File: config.mk
export PLATFORM = sky130hd
export DESIGN_NAME = typed_packet_deframer_top
export DESIGN_NICKNAME = d
export VERILOG_FILES = /design/src/hw/rtl/tpd_pkg.sv /design/src/hw/rtl/typed_packet_deframer_top.sv
export SDC_FILE = /design/constraint.sdc
export NUM_CORES = 1
export LEC_CHECK = 0
export ABC_AREA = 1
export BUFFER_PORTS_ARGS = -buffer_cell sky130_fd_sc_hd__buf_2
export CAP_MARGIN = 10
export CORE_UTILIZATION = 45
export CTS_CLUSTER_SIZE = 20
export DETAILED_ROUTE_END_ITERATION = 8
export GPL_ROUTABILITY_DRIVEN = 0
export PLACE_DENSITY_LB_ADDON = 0.15
export SYNTH_ARGS = -nofsm -noshare
export SYNTH_HDL_FRONTEND = slang
export SYNTH_SLANG_ARGS = --single-unit
File: constraint.sdc
create_clock -name clk -period 7.35 [get_ports clk]
set_clock_uncertainty 0.05 [all_clocks]
set_input_delay 0.735 -clock clk [delete_from_list [all_inputs] [get_ports clk]]
set_output_delay 0.735 -clock clk [all_outputs]
set_load 0.1 [all_outputs]
File: src/hw/rtl/tpd_pkg.sv
`timescale 1ns / 1ps
`default_nettype none
// ----------------------------------------------------------------------------
// tpd_pkg
// Shared types, codes and constants for the typed packet deframer.
// ----------------------------------------------------------------------------
package tpd_pkg;

  localparam int MAX_PAYLOAD_DEF = 64;

  localparam int LEN_W   = 7;
  localparam int BYTE_W  = 8;
  localparam int STAT_W  = 3;
  localparam int IDX_W   = 6;
  localparam int KIND_W  = 2;
  localparam int CFG_A_W = 2;

  localparam logic [BYTE_W-1:0] SYNC_BYTE = 8'hFF;
  localparam logic [BYTE_W-1:0] TYPE_CMD  = 8'h03;
  localparam logic [BYTE_W-1:0] TYPE_EMG  = 8'h01;
  localparam logic [BYTE_W-1:0] TYPE_IMU  = 8'h02;

  localparam logic [LEN_W-1:0] CMD_LEN_RST = 7'd1;
  localparam logic [LEN_W-1:0] EMG_LEN_RST = 7'd27;
  localparam logic [LEN_W-1:0] IMU_LEN_RST = 7'd48;

  localparam logic [CFG_A_W-1:0] REG_CMD_LEN = 2'd0;
  localparam logic [CFG_A_W-1:0] REG_EMG_LEN = 2'd1;
  localparam logic [CFG_A_W-1:0] REG_IMU_LEN = 2'd2;

  localparam logic [STAT_W-1:0] ST_PARSING = 3'd0;
  localparam logic [STAT_W-1:0] ST_ERROR   = 3'd1;
  localparam logic [STAT_W-1:0] ST_IMU     = 3'd2;
  localparam logic [STAT_W-1:0] ST_EMG     = 3'd3;
  localparam logic [STAT_W-1:0] ST_COMMAND = 3'd4;

  localparam logic [KIND_W-1:0] KIND_COMMAND = 2'd0;
  localparam logic [KIND_W-1:0] KIND_EMG     = 2'd1;
  localparam logic [KIND_W-1:0] KIND_IMU     = 2'd2;

  typedef struct packed {
    logic [STAT_W-1:0] status;
    logic              payload_valid;
    logic [BYTE_W-1:0] payload_byte;
    logic [IDX_W-1:0]  payload_index;
    logic [KIND_W-1:0] payload_kind;
  } result_t;

endpackage
`default_nettype wire

File: src/hw/rtl/typed_packet_deframer_top.sv
`timescale 1ns / 1ps
`default_nettype none
// ----------------------------------------------------------------------------
// typed_packet_deframer_top
// Hunts for FF FF sync, decodes the type byte, forwards payload bytes with
// index and kind, and checks the additive checksum at the end of each frame.
// ----------------------------------------------------------------------------
// One received byte is accepted per clock cycle while in_stall is low and yields
// exactly one result word, registered in the output queue. Frame state is
// updated at acceptance by a single pass of logic; results go into a
// two-word output queue, so input keeps flowing for one more word while the
// downstream side stalls, and in_stall rises only when both entries are full.
// Length registers take effect on the next byte and should be written only
// while no word is in flight.
module typed_packet_deframer_top #(
  parameter int MAX_PAYLOAD = tpd_pkg::MAX_PAYLOAD_DEF
) (
  input  wire                         clk,
  input  wire                         rst_n,
  input  wire                         in_valid,
  output logic                        in_stall,
  input  wire  [tpd_pkg::BYTE_W-1:0]  in_rx_byte,
  output logic                        out_valid,
  input  wire                         out_stall,
  output logic [tpd_pkg::STAT_W-1:0]  out_status,
  output logic                        out_payload_valid,
  output logic [tpd_pkg::BYTE_W-1:0]  out_payload_byte,
  output logic [tpd_pkg::IDX_W-1:0]   out_payload_index,
  output logic [tpd_pkg::KIND_W-1:0]  out_payload_kind,
  input  wire                         cfg_we,
  input  wire  [tpd_pkg::CFG_A_W-1:0] cfg_index,
  input  wire  [tpd_pkg::LEN_W-1:0]   cfg_data
);
  import tpd_pkg::*;

  localparam int CNT_W = $clog2(MAX_PAYLOAD + 1);
  localparam int CMP_W = ((CNT_W > LEN_W) ? CNT_W : LEN_W) + 1;
  localparam logic [CMP_W-1:0] MAX_LEN = CMP_W'(MAX_PAYLOAD);
  localparam logic [CMP_W-1:0] ONE_LEN = CMP_W'(1);

  localparam logic [2:0] PH_HUNT  = 3'd0;
  localparam logic [2:0] PH_SYNC2 = 3'd1;
  localparam logic [2:0] PH_TYPE  = 3'd2;
  localparam logic [2:0] PH_DATA  = 3'd3;
  localparam logic [2:0] PH_SUM   = 3'd4;

  logic [LEN_W-1:0]  cmd_len_r, emg_len_r, imu_len_r;
  logic [2:0]        phase_r, phase_nxt;
  logic [KIND_W-1:0] kind_r, kind_nxt;
  logic [CNT_W-1:0]  count_r, count_nxt;
  logic [BYTE_W-1:0] sum_r, sum_nxt;

  result_t           res;
  result_t           fifo_r [2];
  logic              wr_ptr_r, rd_ptr_r;
  logic [1:0]        fill_r;
  logic              push, pop;

  logic [LEN_W-1:0]  sel_len;
  logic [CMP_W-1:0]  raw_len, eff_len, count_ext, count_inc;

  // ---- config registers ----
  always_ff @(posedge clk) begin
    if (!rst_n) begin
      cmd_len_r <= CMD_LEN_RST;
      emg_len_r <= EMG_LEN_RST;
      imu_len_r <= IMU_LEN_RST;
    end else if (cfg_we) begin
      if (cfg_index == REG_CMD_LEN) cmd_len_r <= cfg_data;
      if (cfg_index == REG_EMG_LEN) emg_len_r <= cfg_data;
      if (cfg_index == REG_IMU_LEN) imu_len_r <= cfg_data;
    end
  end

  // ---- effective length for current kind ----
  always_comb begin
    priority if (kind_r == KIND_COMMAND) sel_len = cmd_len_r;
    else if (kind_r == KIND_EMG)         sel_len = emg_len_r;
    else                                 sel_len = imu_len_r;
    raw_len = CMP_W'(sel_len);
    priority if (raw_len == '0)     eff_len = ONE_LEN;
    else if (raw_len > MAX_LEN)     eff_len = MAX_LEN;
    else                            eff_len = raw_len;
    count_ext = CMP_W'(count_r);
    count_inc = count_ext + ONE_LEN;
  end

  // ---- frame parser ----
  always_comb begin
    phase_nxt = phase_r;
    kind_nxt  = kind_r;
    count_nxt = count_r;
    sum_nxt   = sum_r;
    res       = '0;
    res.status = ST_PARSING;
    unique case (phase_r)
      PH_SYNC2: begin
        phase_nxt = (in_rx_byte == SYNC_BYTE) ? PH_TYPE : PH_HUNT;
      end
      PH_TYPE: begin
        phase_nxt = PH_DATA;
        count_nxt = '0;
        sum_nxt   = '0;
        priority if (in_rx_byte == TYPE_CMD) kind_nxt = KIND_COMMAND;
        else if (in_rx_byte == TYPE_EMG)     kind_nxt = KIND_EMG;
        else if (in_rx_byte == TYPE_IMU)     kind_nxt = KIND_IMU;
        else begin
          phase_nxt  = PH_HUNT;
          count_nxt  = count_r;
          sum_nxt    = sum_r;
          res.status = ST_ERROR;
        end
      end
      PH_DATA: begin
        res.payload_valid = 1'b1;
        res.payload_byte  = in_rx_byte;
        res.payload_index = count_ext[IDX_W-1:0];
        res.payload_kind  = kind_r;
        count_nxt = count_inc[CNT_W-1:0];
        sum_nxt   = sum_r + in_rx_byte;
        if (count_inc >= eff_len) phase_nxt = PH_SUM;
      end
      PH_SUM: begin
        phase_nxt = PH_HUNT;
        if (in_rx_byte == sum_r) begin
          priority if (kind_r == KIND_IMU) res.status = ST_IMU;
          else if (kind_r == KIND_EMG)     res.status = ST_EMG;
          else                             res.status = ST_COMMAND;
        end else begin
          res.status = ST_ERROR;
        end
      end
      default: begin
        phase_nxt = (in_rx_byte == SYNC_BYTE) ? PH_SYNC2 : PH_HUNT;
      end
    endcase
  end

  assign push     = in_valid & ~in_stall;
  assign pop      = out_valid & ~out_stall;
  assign in_stall = fill_r[1];
  assign out_valid = (fill_r != 2'd0);

  always_ff @(posedge clk) begin
    if (!rst_n) begin
      phase_r  <= PH_HUNT;
      kind_r   <= KIND_COMMAND;
      count_r  <= '0;
      sum_r    <= '0;
      wr_ptr_r <= 1'b0;
      rd_ptr_r <= 1'b0;
      fill_r   <= 2'd0;
    end else begin
      if (push) begin
        phase_r  <= phase_nxt;
        kind_r   <= kind_nxt;
        count_r  <= count_nxt;
        sum_r    <= sum_nxt;
        wr_ptr_r <= ~wr_ptr_r;
      end
      if (pop) rd_ptr_r <= ~rd_ptr_r;
      fill_r <= fill_r + {1'b0, push} - {1'b0, pop};
    end
  end

  // result queue, no reset on payload
  always_ff @(posedge clk) begin
    if (push) fifo_r[wr_ptr_r] <= res;
  end

  assign out_status        = fifo_r[rd_ptr_r].status;
  assign out_payload_valid = fifo_r[rd_ptr_r].payload_valid;
  assign out_payload_byte  = fifo_r[rd_ptr_r].payload_byte;
  assign out_payload_index = fifo_r[rd_ptr_r].payload_index;
  assign out_payload_kind  = fifo_r[rd_ptr_r].payload_kind;

endmodule
`default_nettype wire

; After elaboration in Yosys (flattened, before gate mapping)
; Memories as Yosys holds them, arrays and structs flattened. A register that Yosys moved wholly into a read port is not among the register bits.
; Cells that the tools add are included.
[classes]
n_addsub = 4
n_lt_le_gt_ge = 2
eq_ne = 15
mux = 34
n_bitwise = 6
n_reduce_logical = 12
[ops]
columns = cell, count
row1 = $mux W7, 7
row2 = $mux W8, 3
row3 = $mux W3, 6
row4 = $mux W17, 1
row5 = $eq A8 B2 Y1 const B, 2
row6 = $pmux W8 S2, 1
row7 = $mux W2, 7
row8 = $pmux W7 S2, 1
row9 = $pmux W3 S4, 1
row10 = $add A7 B1 Y8 const B, 1
row11 = $add A8 B8 Y8, 1
row12 = $eq A8 B1 Y1 const B, 1
row13 = $eq A8 B8 Y1, 1
row14 = $eq A8 B8 Y1 const B, 1
row15 = $ge A8 B8 Y1, 1
row16 = $reduce_and A2 Y1, 4
row17 = $gt A7 B7 Y1 const B, 1
row18 = $logic_not A7 Y1, 1
row19 = $eq A3 B2 Y1 const B, 2
row20 = $mux W1, 6
row21 = $pmux W3 S2, 1
row22 = $reduce_and A3 Y1, 2
row23 = $eq A2 B1 Y1 const B, 2
row24 = $eq A2 B2 Y1 const B, 2
row25 = 11 further kinds, 17
[word_totals]
register_bits = 45
mem_bits_rw = 40
inputBits = 22
output_inout_bits = 22
memories = 1
[mem_list]
columns = name, depth, word_bits, read_ports, rd_ports_with_merged_regs, wr, line
row1 = fifo_r, 2, 20, 1, 1, 1, typed_packet_deframer_top.sv:54  ; result_t fifo_r [2];

; Logic depth before layout (Yosys ltp)
; Gate-level depths: netlist (run 1).
[logic_depth]
ltp_word = 9
ltp_mapped = 22
ltp_nobuf = 22

; Worst setup path after synthesis (run 1)
; No wires, ideal clock.
[synth_path]
path_type = flip-flop to output port
start = register fill_r[1]
end = output port out_valid
arrival_ns = 1.941
required_ns = 6.565
setup_slack_ns = 4.624
stages_incl_launch_ff = 3
path_cell_list = dfxtp_1 > inv_1 > nand2_1
[synth_via]
elab_chain_cells = 1
[synth_lines]
columns = item, line
row1 = from (decl), typed_packet_deframer_top.sv:56  ; logic [1:0] fill_r;
row2 = from (signal assigned), typed_packet_deframer_top.sv:162  ; fill_r <= fill_r + {1'b0, push} - {1'b0, pop};
row3 = $reduce_bool A2 Y1, typed_packet_deframer_top.sv:142  ; assign out_valid = (fill_r != 2'd0);
row4 = to (decl), typed_packet_deframer_top.sv:23  ; output logic out_valid,
; Every way passes these cells.

; Worst setup path after layout (run 1)
[layout_path]
start = register kind_r[1]
end = register phase_r[1]
[layout_via]
elab_chain_cells = 9
[layout_lines]
columns = item, line
row1 = from (decl), typed_packet_deframer_top.sv:49  ; logic [KIND_W-1:0] kind_r, kind_nxt;
row2 = from (signal assigned), typed_packet_deframer_top.sv:156  ; kind_r <= kind_nxt;
row3 = $eq A2 B1 Y1, typed_packet_deframer_top.sv:78  ; else if (kind_r == KIND_EMG) sel_len = emg_len_r;
row4 = $mux W7, typed_packet_deframer_top.sv:78
row5 = $mux W7 *, typed_packet_deframer_top.sv:77  ; priority if (kind_r == KIND_COMMAND) sel_len = cmd_len_r;
row6 = $gt A7 B7 Y1, typed_packet_deframer_top.sv:82  ; else if (raw_len > MAX_LEN) eff_len = MAX_LEN;
row7 = $mux W7, typed_packet_deframer_top.sv:82
row8 = $mux W7 *, typed_packet_deframer_top.sv:81  ; priority if (raw_len == '0) eff_len = ONE_LEN;
row9 = $ge A8 B8 Y1 *, typed_packet_deframer_top.sv:121  ; if (count_inc >= eff_len) phase_nxt = PH_SUM;
row10 = $ne A2 B2 Y1 (no line) *, n/a
row11 = $reduce_and A2 Y1 (no line) *, n/a
row12 = to (signal assigned), typed_packet_deframer_top.sv:155  ; phase_r <= phase_nxt;
row13 = to (decl), typed_packet_deframer_top.sv:48  ; logic [2:0] phase_r, phase_nxt;
; Every way passes the cells marked *; elsewhere a longest branch is shown, timed or not.
; A chain may end at the register's enable or synchronous reset.

==> summary.txt, run 1 <==
Clocking
  • CTS tree: built
  • H-Tree Level Count: 3
  • Clk Latency, worst-skew pair: 0.36 ns
  • Sink Count: 86
  • Clock Tree Root: clkbuf_8
  • Hold-fix buffers, CTS: 0
  • Postcts setup bufs: 0
  • CTS buffer count: 9
  • Clock Tree Buf Depth: 2
  • Worst-path clk slew: 0.09 ns
  • Resized cells post-CTS: 0

Floorplan
  • Core area: 0.00937 sq mm
  • Die X: 101 um
  • Die H: 101 um
  • # rows: 35
  • Initial core utilization: 0.471
  • IO Count: 44
  • Die area: 0.0102 sq mm

Detailed routing
  • Top sig layer: met4
  • Wire length per cell: 12.8 um
  • Post-DRT Antenna Nets: 0
  • Routed vias: 3368
  • Pre-antenna DRT Iters: 4
  • Wire length on met2: 3890 um
  • Met3 wire length: 330 um
  • Drc violations: 0
  • Wire length on met1: 4310 um
  • WL final: 8700 um
  • Vias per cell: 4.96
  • DR iter-0 viols: 84

Synthesis
  • Post-Syn Area: 0.00441 sq mm
  • Commonest cells post-synth: nand2_1, inv_1, nor2_1
  • Yosys top cell by area: edfxtp_1
  • Synth top area share: 0.272
  • Mean Syn Cell Area: 8.82 sq um
  • Unique masters post-synth: 45
  • Yosys warns: 0
  • Synth area leaders: edfxtp_1, dfxtp_1, nand2_1
  • Flops & latches, synth: 86
  • Synth Instances: 500
  • Asr flop ratio synth: 0
  • Post-synth EDFFs: 40
  • Most numerous cell in the Yosys netlist: nand2_1
  • Seq/Total Area, Yosys: 0.481
  • Syn Nets: 542
  • Primary FF master, synth: dfxtp_1

Pwr
  • Switching fraction of total power: 0.449
  • Total power: 1.44 mW
  • Internal power: 793 uW
  • Leakage: 2.12 nW
  • Clk network pwr share: 0.208
  • Reg power frac: 0.412
  • Logic pwr share: 0.380
  • Switching Power: 645 uW
  • Worst VDD drop: 0.138 mV
  • Pwr Density: 293 mW/mm^2

STA
  • Relative slew margins: 0.425
  • Period utilisation layout: 0.386
  • Unrepaired setup endpoints after global routing: false
  • Final setup margin: 4.51 ns
  • Setup violators final: 0
  • Final TNS setup: 0 ns
  • Final slew viol count: 0
  • Hold Vio Cnt, Final: 0
  • Worst-Margin Slew: 0.861 ns
  • Fin crit period: 2.84 ns
  • Fmax achieved: 352 MHz

Setup path
  • Critical path class: flip-flop to flip-flop
  • Highest-delay cell along the critical path: ha_1
  • Critical path, cell by cell: inv_1 > ha_1 > inv_1 > nand2_1 > nand2_1 > nand2_1 > o21a_1 > nand2_1 > nor3_2 > nand2_1 > nand2_2 > nand2_1 > ha_1 > nand2_1 > inv_1 > a21oi_1 > nor2_1 > nor2_1 > nand3_1 > nand3_1 > nand2_1 > inv_1
  • Origin of the critical flop-to-flop path: kind_r[1]$_SDFFE_PN0P_
  • R2r endpoint: phase_r[1]$_SDFFE_PN0P_
  • Delay-heaviest family, CP: simple AND/OR/NAND/NOR gates
  • WP buf/inv: 4
  • Crit path arrival time: 3.09 ns
  • R2R cell count: 22
  • CP endpoint kind: flip-flop
  • Worst-path maximum fanout: 12
  • Worst path most repeated cell: nand2_1
  • Required time worst endpoint: 7.60 ns
  • Biggest cell delay along the critical path: 0.44 ns
  • Startpoint Class: flip-flop
  • Setup slack, reg-to-reg: 4.51 ns

Global route
  • Initial antenna violation count: 0
  • Vias in the first global route: 3041
  • First-pass GRT wire length: 14400 um
  • Total Routing Usage GR: 0.182
  • Largest net degree at the start of global routing: 28
  • Grt total ovfl: 0

Finish
  • Fillers: 926
  • Fin nets: 587
  • Number of antenna diodes: 0
  • Syn-to-layout area delta: 11.3%
  • Fraction of layout cells with a size suffix above 1: 0.202

Place
  • I/O Buffers: 43
  • Post-DP HPWL: 6360 um
  • Pre-CTS WS: 4.55 ns

Outcome
  • Outcome: complete, no violations

Worst hold path
  • Worst hold path cell count: 2
  • Min-delay worst type: flip-flop to flip-flop
  • Worst min-delay path endpoint: cmd_len_r[1]$_SDFFE_PN0P_
  • Hold path start: cmd_len_r[1]$_SDFFE_PN0P_

Run
  • MaxCap Viol Count: 0
flip-flops by register name, summed over array words and instances (netlist names), named ones only:
name	cells
fifo_r	40
sum_r	8
wr_ptr_r	1
count_r	7
emg_len_r	7
rd_ptr_r	1
cmd_len_r	7
kind_r	2
imu_len_r	7
phase_r	3
fill_r	2
layer usage:
layer | track usage | vias to the layer above
met5 | 0 | -
met1 | 0.244 | 1557
met4 | 0.0647 | 0
met3 | 0.0402 | 11
li1 | - | 1751
met2 | 0.291 | 49
layout make-up:
cell class                      count  area, sq um  area share
Clock buffer                        9          124      0.0252
Clock inverter                      7         48.8     0.00994
Inverter                           72          273      0.0555
Multi-Input combinational cell    331         1950       0.397
Sequential cell                    86         2120       0.432
Tap cell                          129          161      0.0329
Timing Repair Buffer               45          230      0.0469
logic make-up after synthesis:
group / after synthesis / share of synthesized area
AO/OA/AOI/OAI: 78 / 0.0987
XOR/XNOR: 7 / 0.0139
buffers and inverters: 83 / 0.0763
multiplexers: 20 / 0.0511
AND/OR/NAND/NOR: 206 / 0.220
adder cells (fa/ha/maj): 20 / 0.0584
flip-flops: 86 / 0.481
layout by cell type (no fill, tap or decap), types with 2 or more instances in the layout:
| cell type | count |
|---|---|
| a21oi_1 | 34 |
| a21oi_2 | 2 |
| buf_2 | 43 |
| buf_4 | 2 |
| clkbuf_8 | 9 |
| clkinv_1 | 3 |
| clkinvlp_4 | 3 |
| dfxtp_1 | 46 |
| edfxtp_1 | 40 |
| ha_1 | 19 |
| inv_1 | 64 |
| inv_2 | 5 |
| inv_6 | 2 |
| mux2_2 | 20 |
| nand2_1 | 88 |
| nand2_2 | 6 |
| nand3_1 | 29 |
| nand3_2 | 2 |
| nand4_1 | 8 |
| nor2_1 | 50 |
| nor2_4 | 4 |
| nor3_1 | 4 |
| nor3_2 | 4 |
| nor4_1 | 2 |
| o211ai_1 | 4 |
| o21a_1 | 2 |
| o21ai_0 | 24 |
| o21ai_1 | 5 |
| or2_2 | 2 |
| xor2_1 | 7 |
per-stage QoR:
step / util / hold slack, ns / instance area [sq um] / cells
after CTS: 0.524 / 0.413 / 4910 / 679
final: 0.524 / 0.412 / 4910 / 679
after global routing: 0.524 / 0.438 / 4910 / 679
after floorplan: - / 0.374 / 4410 / 500
after detailed placement: 0.506 / 0.392 / 4740 / 663
after global placement: 0.506 / 0.391 / 4740 / 663
power by group through the flow:
stage                     combinational [mW]  clock [mW]  sequential, mW
after CTS                              0.550       0.307           0.595
after floorplan                        0.463           0           0.607
final                                  0.547       0.299           0.593
after global placement                 0.546           0           0.603
after global routing                   0.578       0.324           0.602
after detailed placement               0.548           0           0.606
worst reg2reg max path, stage by stage, from the launching register on:
cell and delay (ns):
dfxtp_1 0.31, inv_1 0.10, ha_1 0.44, inv_1 0.16, nand2_1 0.09, nand2_1 0.05, nand2_1 0.05, o21a_1 0.13
nand2_1 0.06, nor3_2 0.13, nand2_1 0.08, nand2_2 0.09, nand2_1 0.06, ha_1 0.28, nand2_1 0.09, inv_1 0.05
a21oi_1 0.15, nor2_1 0.07, nor2_1 0.08, nand3_1 0.09, nand3_1 0.09, nand2_1 0.05, inv_1 0.04
how the worst max path moves through the flow:
stage	to	slack (ns)	cells after the start	startpoint
6_report	phase_r[1]$_SDFFE_PN0P_	4.51	22	kind_r[1]$_SDFFE_PN0P_
5_1_grt	phase_r[1]$_SDFFE_PN0P_	4.10	22	kind_r[1]$_SDFFE_PN0P_
4_1_cts	out_status[1]	4.49	2	flip-flop
3_5_place_dp	phase_r[1]$_SDFFE_PN0P_	4.55	22	kind_r[1]$_SDFFE_PN0P_
3_3_place_gp	phase_r[1]$_SDFFE_PN0P_	4.65	22	kind_r[1]$_SDFFE_PN0P_
2_1_floorplan	out_valid	4.62	2	fill_r[1]$_SDFF_PN0_
(Power assumes the default switching activity.)
==> inputs of run 2 (changes only) <==
==> constraint.sdc (replaced) <==
create_clock -name clk -period 2.4 [get_ports clk]
set_clock_uncertainty 0.05 [all_clocks]
set_input_delay 0.24 -clock clk [delete_from_list [all_inputs] [get_ports clk]]
set_output_delay 0.24 -clock clk [all_outputs]
set_load 0.1 [all_outputs]
==> run 2 against run 1 <==
  * Via count increased by 3.2%
  * Global-route usage up 0.32 points
  * Cell area rose by 7.3%
  * Maximum frequency increased by 7.9%
  * Setup slack worse by 4.7 ns
  * The run now ends with negative setup slack left
  * Total power increased to 3.2 times the previous value
==> summary.txt, run 2 (synthesis results as in run 1) <==
Outcome
  • Outcome: complete, but fails checks
  • Failing checks: negative setup slack

STA
  • Worst-Margin Slew: 0.492 ns
  • Final setup margin: -0.231 ns
  • Hold Vio Cnt, Final: 0
  • Final TNS setup: -0.637 ns
  • Final slew viol count: 0
  • Unrepaired setup endpoints after global routing: true
  • Fmax achieved: 380 MHz
  • Relative slew margins: 0.674
  • Fin crit period: 2.63 ns
  • Period utilisation layout: 1.10
  • Setup violators final: 3

Finish
  • Fraction of layout cells with a size suffix above 1: 0.283
  • Commonest non-fill, non-tap cell in the layout: nand2_1
  • Max FFs per register: 40
  • Biggest regs: fifo_r: 40 flops, sum_r: 8 flops
  • Number of antenna diodes: 0
  • Syn-to-layout area delta: 19.5%
  • Fin nets: 610
  • Most flop-heavy register: fifo_r
  • Most frequent cells in the layout: nand2_1, inv_1, nor2_1

Detailed routing
  • Routed vias: 3477
  • Post-DRT Antenna Nets: 0
  • WL final: 9060 um
  • DR iter-0 viols: 142
  • Wire length per cell: 12.9 um
  • Vias per cell: 4.95
  • Pre-antenna DRT Iters: 5
  • Drc violations: 0

Floorplan
  • Die H: 101 um
  • Die area: 0.0102 sq mm
  • Die X: 101 um
  • # rows: 35
  • IO Count: 44
  • Initial core utilization: 0.471
  • Core area: 0.00937 sq mm

Setup path
  • Startpoint Class: flip-flop
  • Crit path arrival time: 2.83 ns
  • Origin of the critical flop-to-flop path: kind_r[0]$_SDFFE_PN0P_
  • Critical path class: flip-flop to flip-flop
  • R2R cell count: 18
  • Setup slack, reg-to-reg: -0.23 ns
  • Worst-path maximum fanout: 5
  • Required time worst endpoint: 2.60 ns
  • R2r endpoint: phase_r[0]$_SDFFE_PN0P_
  • CP endpoint kind: flip-flop

Place
  • I/O Buffers: 43
  • Post-DP HPWL: 6560 um

Worst hold path
  • Worst min-delay path endpoint: emg_len_r[0]$_SDFFE_PN1P_
  • Min-delay worst type: input pin to flip-flop
  • Worst hold path cell count: 3
  • Hold path start: cfg_data[0]

Clocking
  • Hold-fix buffers, CTS: 0
  • Worst-path clk slew: 0.08 ns
  • Clock Tree Buf Depth: 2
  • Sink Count: 86
  • CTS buffer count: 9
  • Clock Tree Root: clkbuf_8
  • CTS tree: built
  • H-Tree Level Count: 3
  • Clk Latency, worst-skew pair: 0.35 ns

Pwr
  • Total power: 4.53 mW
  • Leakage: 2.27 nW
  • Worst VDD drop: 0.465 mV
  • Pwr Density: 860 mW/mm^2

Global route
  • Vias in the first global route: 3148
  • First-pass GRT wire length: 14600 um
  • Largest net degree at the start of global routing: 28
  • Initial antenna violation count: 0
  • Grt total ovfl: 0
  • Total Routing Usage GR: 0.186

Run
  • MaxCap Viol Count: 0
run 2: metal layers:
| layer | vias to the layer above | part of all wire | global-route usage |
|---|---|---|---|
| met5 | - | 0 | 0 |
| met4 | 0 | 0.011 | 0.0457 |
| met3 | 9 | 0.038 | 0.0444 |
| met2 | 53 | 0.47 | 0.305 |
| met1 | 1619 | 0.48 | 0.247 |
| li1 | 1796 | - | - |
run 2: worst max path at each step:
stage / startpoint / to / slack (ns) / cells after the start
after floorplan: kind_r[1]$_SDFFE_PN0P_ / phase_r[0]$_SDFFE_PN0P_ / 0.03 / 20
after global placement: kind_r[1]$_SDFFE_PN0P_ / phase_r[1]$_SDFFE_PN0P_ / -0.15 / 21
after detailed placement: kind_r[1]$_SDFFE_PN0P_ / phase_r[0]$_SDFFE_PN0P_ / -0.19 / 21
after CTS: kind_r[1]$_SDFFE_PN0P_ / phase_r[0]$_SDFFE_PN0P_ / -0.15 / 21
after global routing: kind_r[1]$_SDFFE_PN0P_ / phase_r[0]$_SDFFE_PN0P_ / -0.46 / 21
final: kind_r[0]$_SDFFE_PN0P_ / phase_r[0]$_SDFFE_PN0P_ / -0.23 / 18
run 2: layout make-up:
class | count | area [sq um]
Multi-Input combinational cell | 331 | 2110
Sequential cell | 86 | 2120
Timing Repair Buffer | 67 | 403
Tap cell | 129 | 161
Inverter | 72 | 273
Fill cell | 878 | 4100
Timing Repair inverter | 1 | 7.51
Clock buffer | 10 | 128
Clock inverter | 6 | 62.6
run 2: repair_timing:
action,CTS,global route
gates cloned,1,0
gates resized for setup,11,26
hold endpoints to repair,0,0
endpoints found under the setup margin,3,3
pin swaps,3,10
buffers inserted,2,3
run 2: worst max-delay path: stages (launching register included):
cell and delay (ns):
dfxtp_1 0.35, ha_4 0.18, buf_4 0.14, nor2_1 0.08, nor2_1 0.05, a21boi_2 0.16
nand2_1 0.08, nor3_2 0.19, nand2_1 0.13, nand2_4 0.15, nand2_2 0.09, ha_4 0.27
nand2_2 0.05, nor2_1 0.10, nand4_1 0.12, nand3_1 0.13, nand3_1 0.07, nand2_1 0.08
inv_1 0.04
run 2: power breakdown:
group	switching [mW]	internal (mW)	total, mW	leakage [nW]
combinational	1.39	0.369	1.76	1.42
clock	0.509	0.478	0.987	0.0899
sequential	0.0637	1.72	1.78	0.762
total	1.97	2.56	4.53	2.27
run 2: per-stage QoR:
step / hold WS, ns / setup WS, ns / util / std cells / instance area (sq um)
2_1_floorplan: 0.303 / 0.0337 / - / 500 / 4410
3_3_place_gp: 0.390 / -0.149 / 0.520 / 680 / 4870
3_5_place_dp: 0.397 / -0.191 / 0.520 / 680 / 4870
4_1_cts: 0.0662 / -0.148 / 0.546 / 699 / 5120
5_1_grt: 0.0694 / -0.461 / 0.562 / 702 / 5270
6_report: 0.0734 / -0.231 / 0.562 / 702 / 5270
==> inputs of run 3 (changes only) <==
--- a/config.mk
+++ b/config.mk
@@ -6,9 +6,11 @@
 export NUM_CORES = 1
 export LEC_CHECK = 0
 export ABC_AREA = 1
-export BUFFER_PORTS_ARGS = -buffer_cell sky130_fd_sc_hd__buf_2
+export BUFFER_PORTS_ARGS = -buffer_cell sky130_fd_sc_hd__buf_4
 export CAP_MARGIN = 10
-export CORE_UTILIZATION = 45
+export CELL_PAD_IN_SITES_DETAIL_PLACEMENT = 1
+export CELL_PAD_IN_SITES_GLOBAL_PLACEMENT = 2
+export CORE_UTILIZATION = 33
 export CTS_CLUSTER_SIZE = 20
 export DETAILED_ROUTE_END_ITERATION = 8
 export GPL_ROUTABILITY_DRIVEN = 0
==> run 3 against run 2 <==
  * Total power up 12%
  * The flow still finishes with violations (negative setup slack)
  * Sequential power hardly changed
  * Non-clock buffer count down 2
  * Combinational power rose by 6%
==> summary.txt, run 3 (synthesis results as in run 1) <==
Global route
  • Total Routing Usage GR: 0.166
  • Vias in the first global route: 3722
  • Largest net degree at the start of global routing: 28
  • Grt total ovfl: 0
  • Initial antenna violation count: 0
  • First-pass GRT wire length: 18300 um

Place
  • I/O Buffers: 43
  • Pre-CTS WS: -0.335 ns
  • Post-DP HPWL: 8220 um

Clocking
  • CTS buffer count: 9
  • Sink Count: 86
  • Worst-path clk slew: 0.06 ns
  • Clk Latency, worst-skew pair: 0.34 ns
  • H-Tree Level Count: 3
  • CTS tree: built
  • Clock Tree Buf Depth: 2
  • Clock Tree Root: clkbuf_16
  • Hold-fix buffers, CTS: 0

Setup path
  • Critical path class: flip-flop to flip-flop
  • CP endpoint kind: flip-flop
  • Highest-delay cell along the critical path: dfxtp_2
  • WP buf/inv: 4
  • Startpoint Class: flip-flop
  • Total stage count of the critical path: 21
  • Delay-heaviest family, CP: simple AND/OR/NAND/NOR gates
  • R2R cell count: 21
  • Required time worst endpoint: 2.64 ns
  • Critical path, cell by cell: inv_2 > ha_4 > buf_6 > or2_1 > o211ai_1 > o21a_1 > nand2_1 > inv_2 > nand2_2 > nand2_4 > nand2_2 > ha_4 > nand2_1 > nand2_2 > a21oi_2 > nor2_1 > nor2_1 > nand3_1 > nand3_1 > nand2_1 > inv_1
  • Biggest cell delay along the critical path: 0.32 ns
  • Worst-path maximum fanout: 5
  • Crit path arrival time: 2.78 ns

Pwr
  • Internal power: 2.99 mW
  • Switching Power: 2.08 mW
  • Logic pwr share: 0.367
  • Reg power frac: 0.353
  • Clk network pwr share: 0.280
  • Pwr Density: 922 mW/mm^2
  • Switching fraction of total power: 0.411
  • Worst VDD drop: 0.323 mV
  • Leakage: 2.33 nW

Worst hold path
  • Min-delay worst type: input pin to flip-flop
  • Worst hold path cell count: 3

STA
  • Relative slew margins: 0.667
  • Fmax achieved: 393 MHz
  • Final setup margin: -0.142 ns
  • Worst-Margin Slew: 0.496 ns
  • Fin crit period: 2.54 ns
  • Unrepaired setup endpoints after global routing: true
  • Hold Vio Cnt, Final: 0
  • Final slew viol count: 0
  • Setup violators final: 3
  • Final TNS setup: -0.401 ns
  • Period utilisation layout: 1.06

Finish
  • Most frequent cells in the layout: nand2_1, buf_4, inv_1
  • Most flop-heavy register: fifo_r
  • Footprint of the multi-input gates: 0.00208 sq mm
  • FF/Latch Area: 0.00213 sq mm
  • Number of antenna diodes: 0
  • Final core occ: 0.428
  • Biggest regs: fifo_r: 40 flops, sum_r: 8 flops
  • Commonest non-fill, non-tap cell in the layout: nand2_1
  • Max FFs per register: 40
  • Fin nets: 607
  • Fraction of layout cells with a size suffix above 1: 0.282
  • Syn-to-layout area delta: 24.5%
  • Fillers: 1519

Floorplan
  • # rows: 41
  • Initial core utilization: 0.344
  • Die H: 118 um
  • IO Count: 44
  • Die area: 0.0138 sq mm
  • Die X: 118 um
  • Core area: 0.0128 sq mm

Outcome
  • Outcome: complete, but fails checks
  • Failing checks: negative setup slack

Detailed routing
  • Post-DRT Antenna Nets: 0
  • Wire length per cell: 14.7 um
  • Vias per cell: 4.80
  • Pre-antenna DRT Iters: 4
  • Drc violations: 0
  • WL final: 10900 um
  • Routed vias: 3560
  • DR iter-0 viols: 164

Run
  • MaxCap Viol Count: 0
## run 3: cell types whose count changed in the layout (fill, tap and decap cells not counted), sizes merged
cell / previous run / this run
buf: 67 / 65
clkinv: 5 / 2
inv: 70 / 72
## run 3: worst paths after layout
path                            slack [ns]                         to              startpoint
worst max-delay path                 -0.14    phase_r[0]$_SDFFE_PN0P_  kind_r[1]$_SDFFE_PN0P_
worst max register to register       -0.14    phase_r[0]$_SDFFE_PN0P_  kind_r[1]$_SDFFE_PN0P_
worst min register to register        0.41      rd_ptr_r$_SDFFE_PN0P_   rd_ptr_r$_SDFFE_PN0P_
worst min-delay path                  0.07  emg_len_r[0]$_SDFFE_PN1P_             cfg_data[0]
## run 3: metal layers
| layer | up-vias | share of wire | wire [um] | GRT usage |
|---|---|---|---|---|
| met5 | - | 0 | 0 | 0 |
| met4 | 0 | 0.028 | 309 | 0.0785 |
| met3 | 19 | 0.024 | 263 | 0.0281 |
| met2 | 46 | 0.46 | 5010 | 0.266 |
| met1 | 1704 | 0.49 | 5300 | 0.217 |
| li1 | 1791 | - | - | - |
## run 3: worst register-to-register path, cell delays in order (launching register included)
cell	delay, ns
dfxtp_2	0.32
inv_2	0.05
ha_4	0.17
buf_6	0.12
or2_1	0.20
o211ai_1	0.08
o21a_1	0.16
nand2_1	0.07
inv_2	0.07
nand2_2	0.06
nand2_4	0.11
nand2_2	0.08
ha_4	0.22
nand2_1	0.07
nand2_2	0.06
a21oi_2	0.15
nor2_1	0.05
nor2_1	0.10
nand3_1	0.10
nand3_1	0.09
nand2_1	0.06
inv_1	0.05
## run 3: repair_timing
item / 4_1_cts / 5_1_grt
resized for setup: 26 / 11
buffers inserted: 1 / 0
setup endpoints to repair: 3 / 3
pin swaps: 18 / 2
hold endpoints to repair: 0 / 0
## run 3: final cells by class
type / instances / area share
Tap cell: 172 / 0.0392
Multi-Input combinational cell: 331 / 0.380
Inverter: 72 / 0.0501
Timing Repair Buffer: 65 / 0.0895
Sequential cell: 86 / 0.387
Clock inverter: 6 / 0.0128
Clock buffer: 10 / 0.0417
## run 3: per-stage QoR
| step | std cells | instance area, sq um | hold WS [ns] | power [mW] |
|---|---|---|---|---|
| floorplan | 500 | 4410 | 0.303 | 3.28 |
| global placement | 725 | 5050 | 0.390 | 3.65 |
| detailed placement | 725 | 5050 | 0.400 | 3.68 |
| CTS | 742 | 5450 | 0.0586 | 5.13 |
| global route | 742 | 5490 | 0.0786 | 5.28 |
| finish | 742 | 5490 | 0.0731 | 5.06 |
## run 3: power by group through the flow
stage               combinational, mW  sequential [mW]  clock [mW]
global route                     1.96             1.81        1.51
floorplan                        1.42             1.86           0
global placement                 1.84             1.82           0
CTS                              1.87             1.79        1.47
detailed placement               1.85             1.83           0
finish                           1.86             1.79        1.42
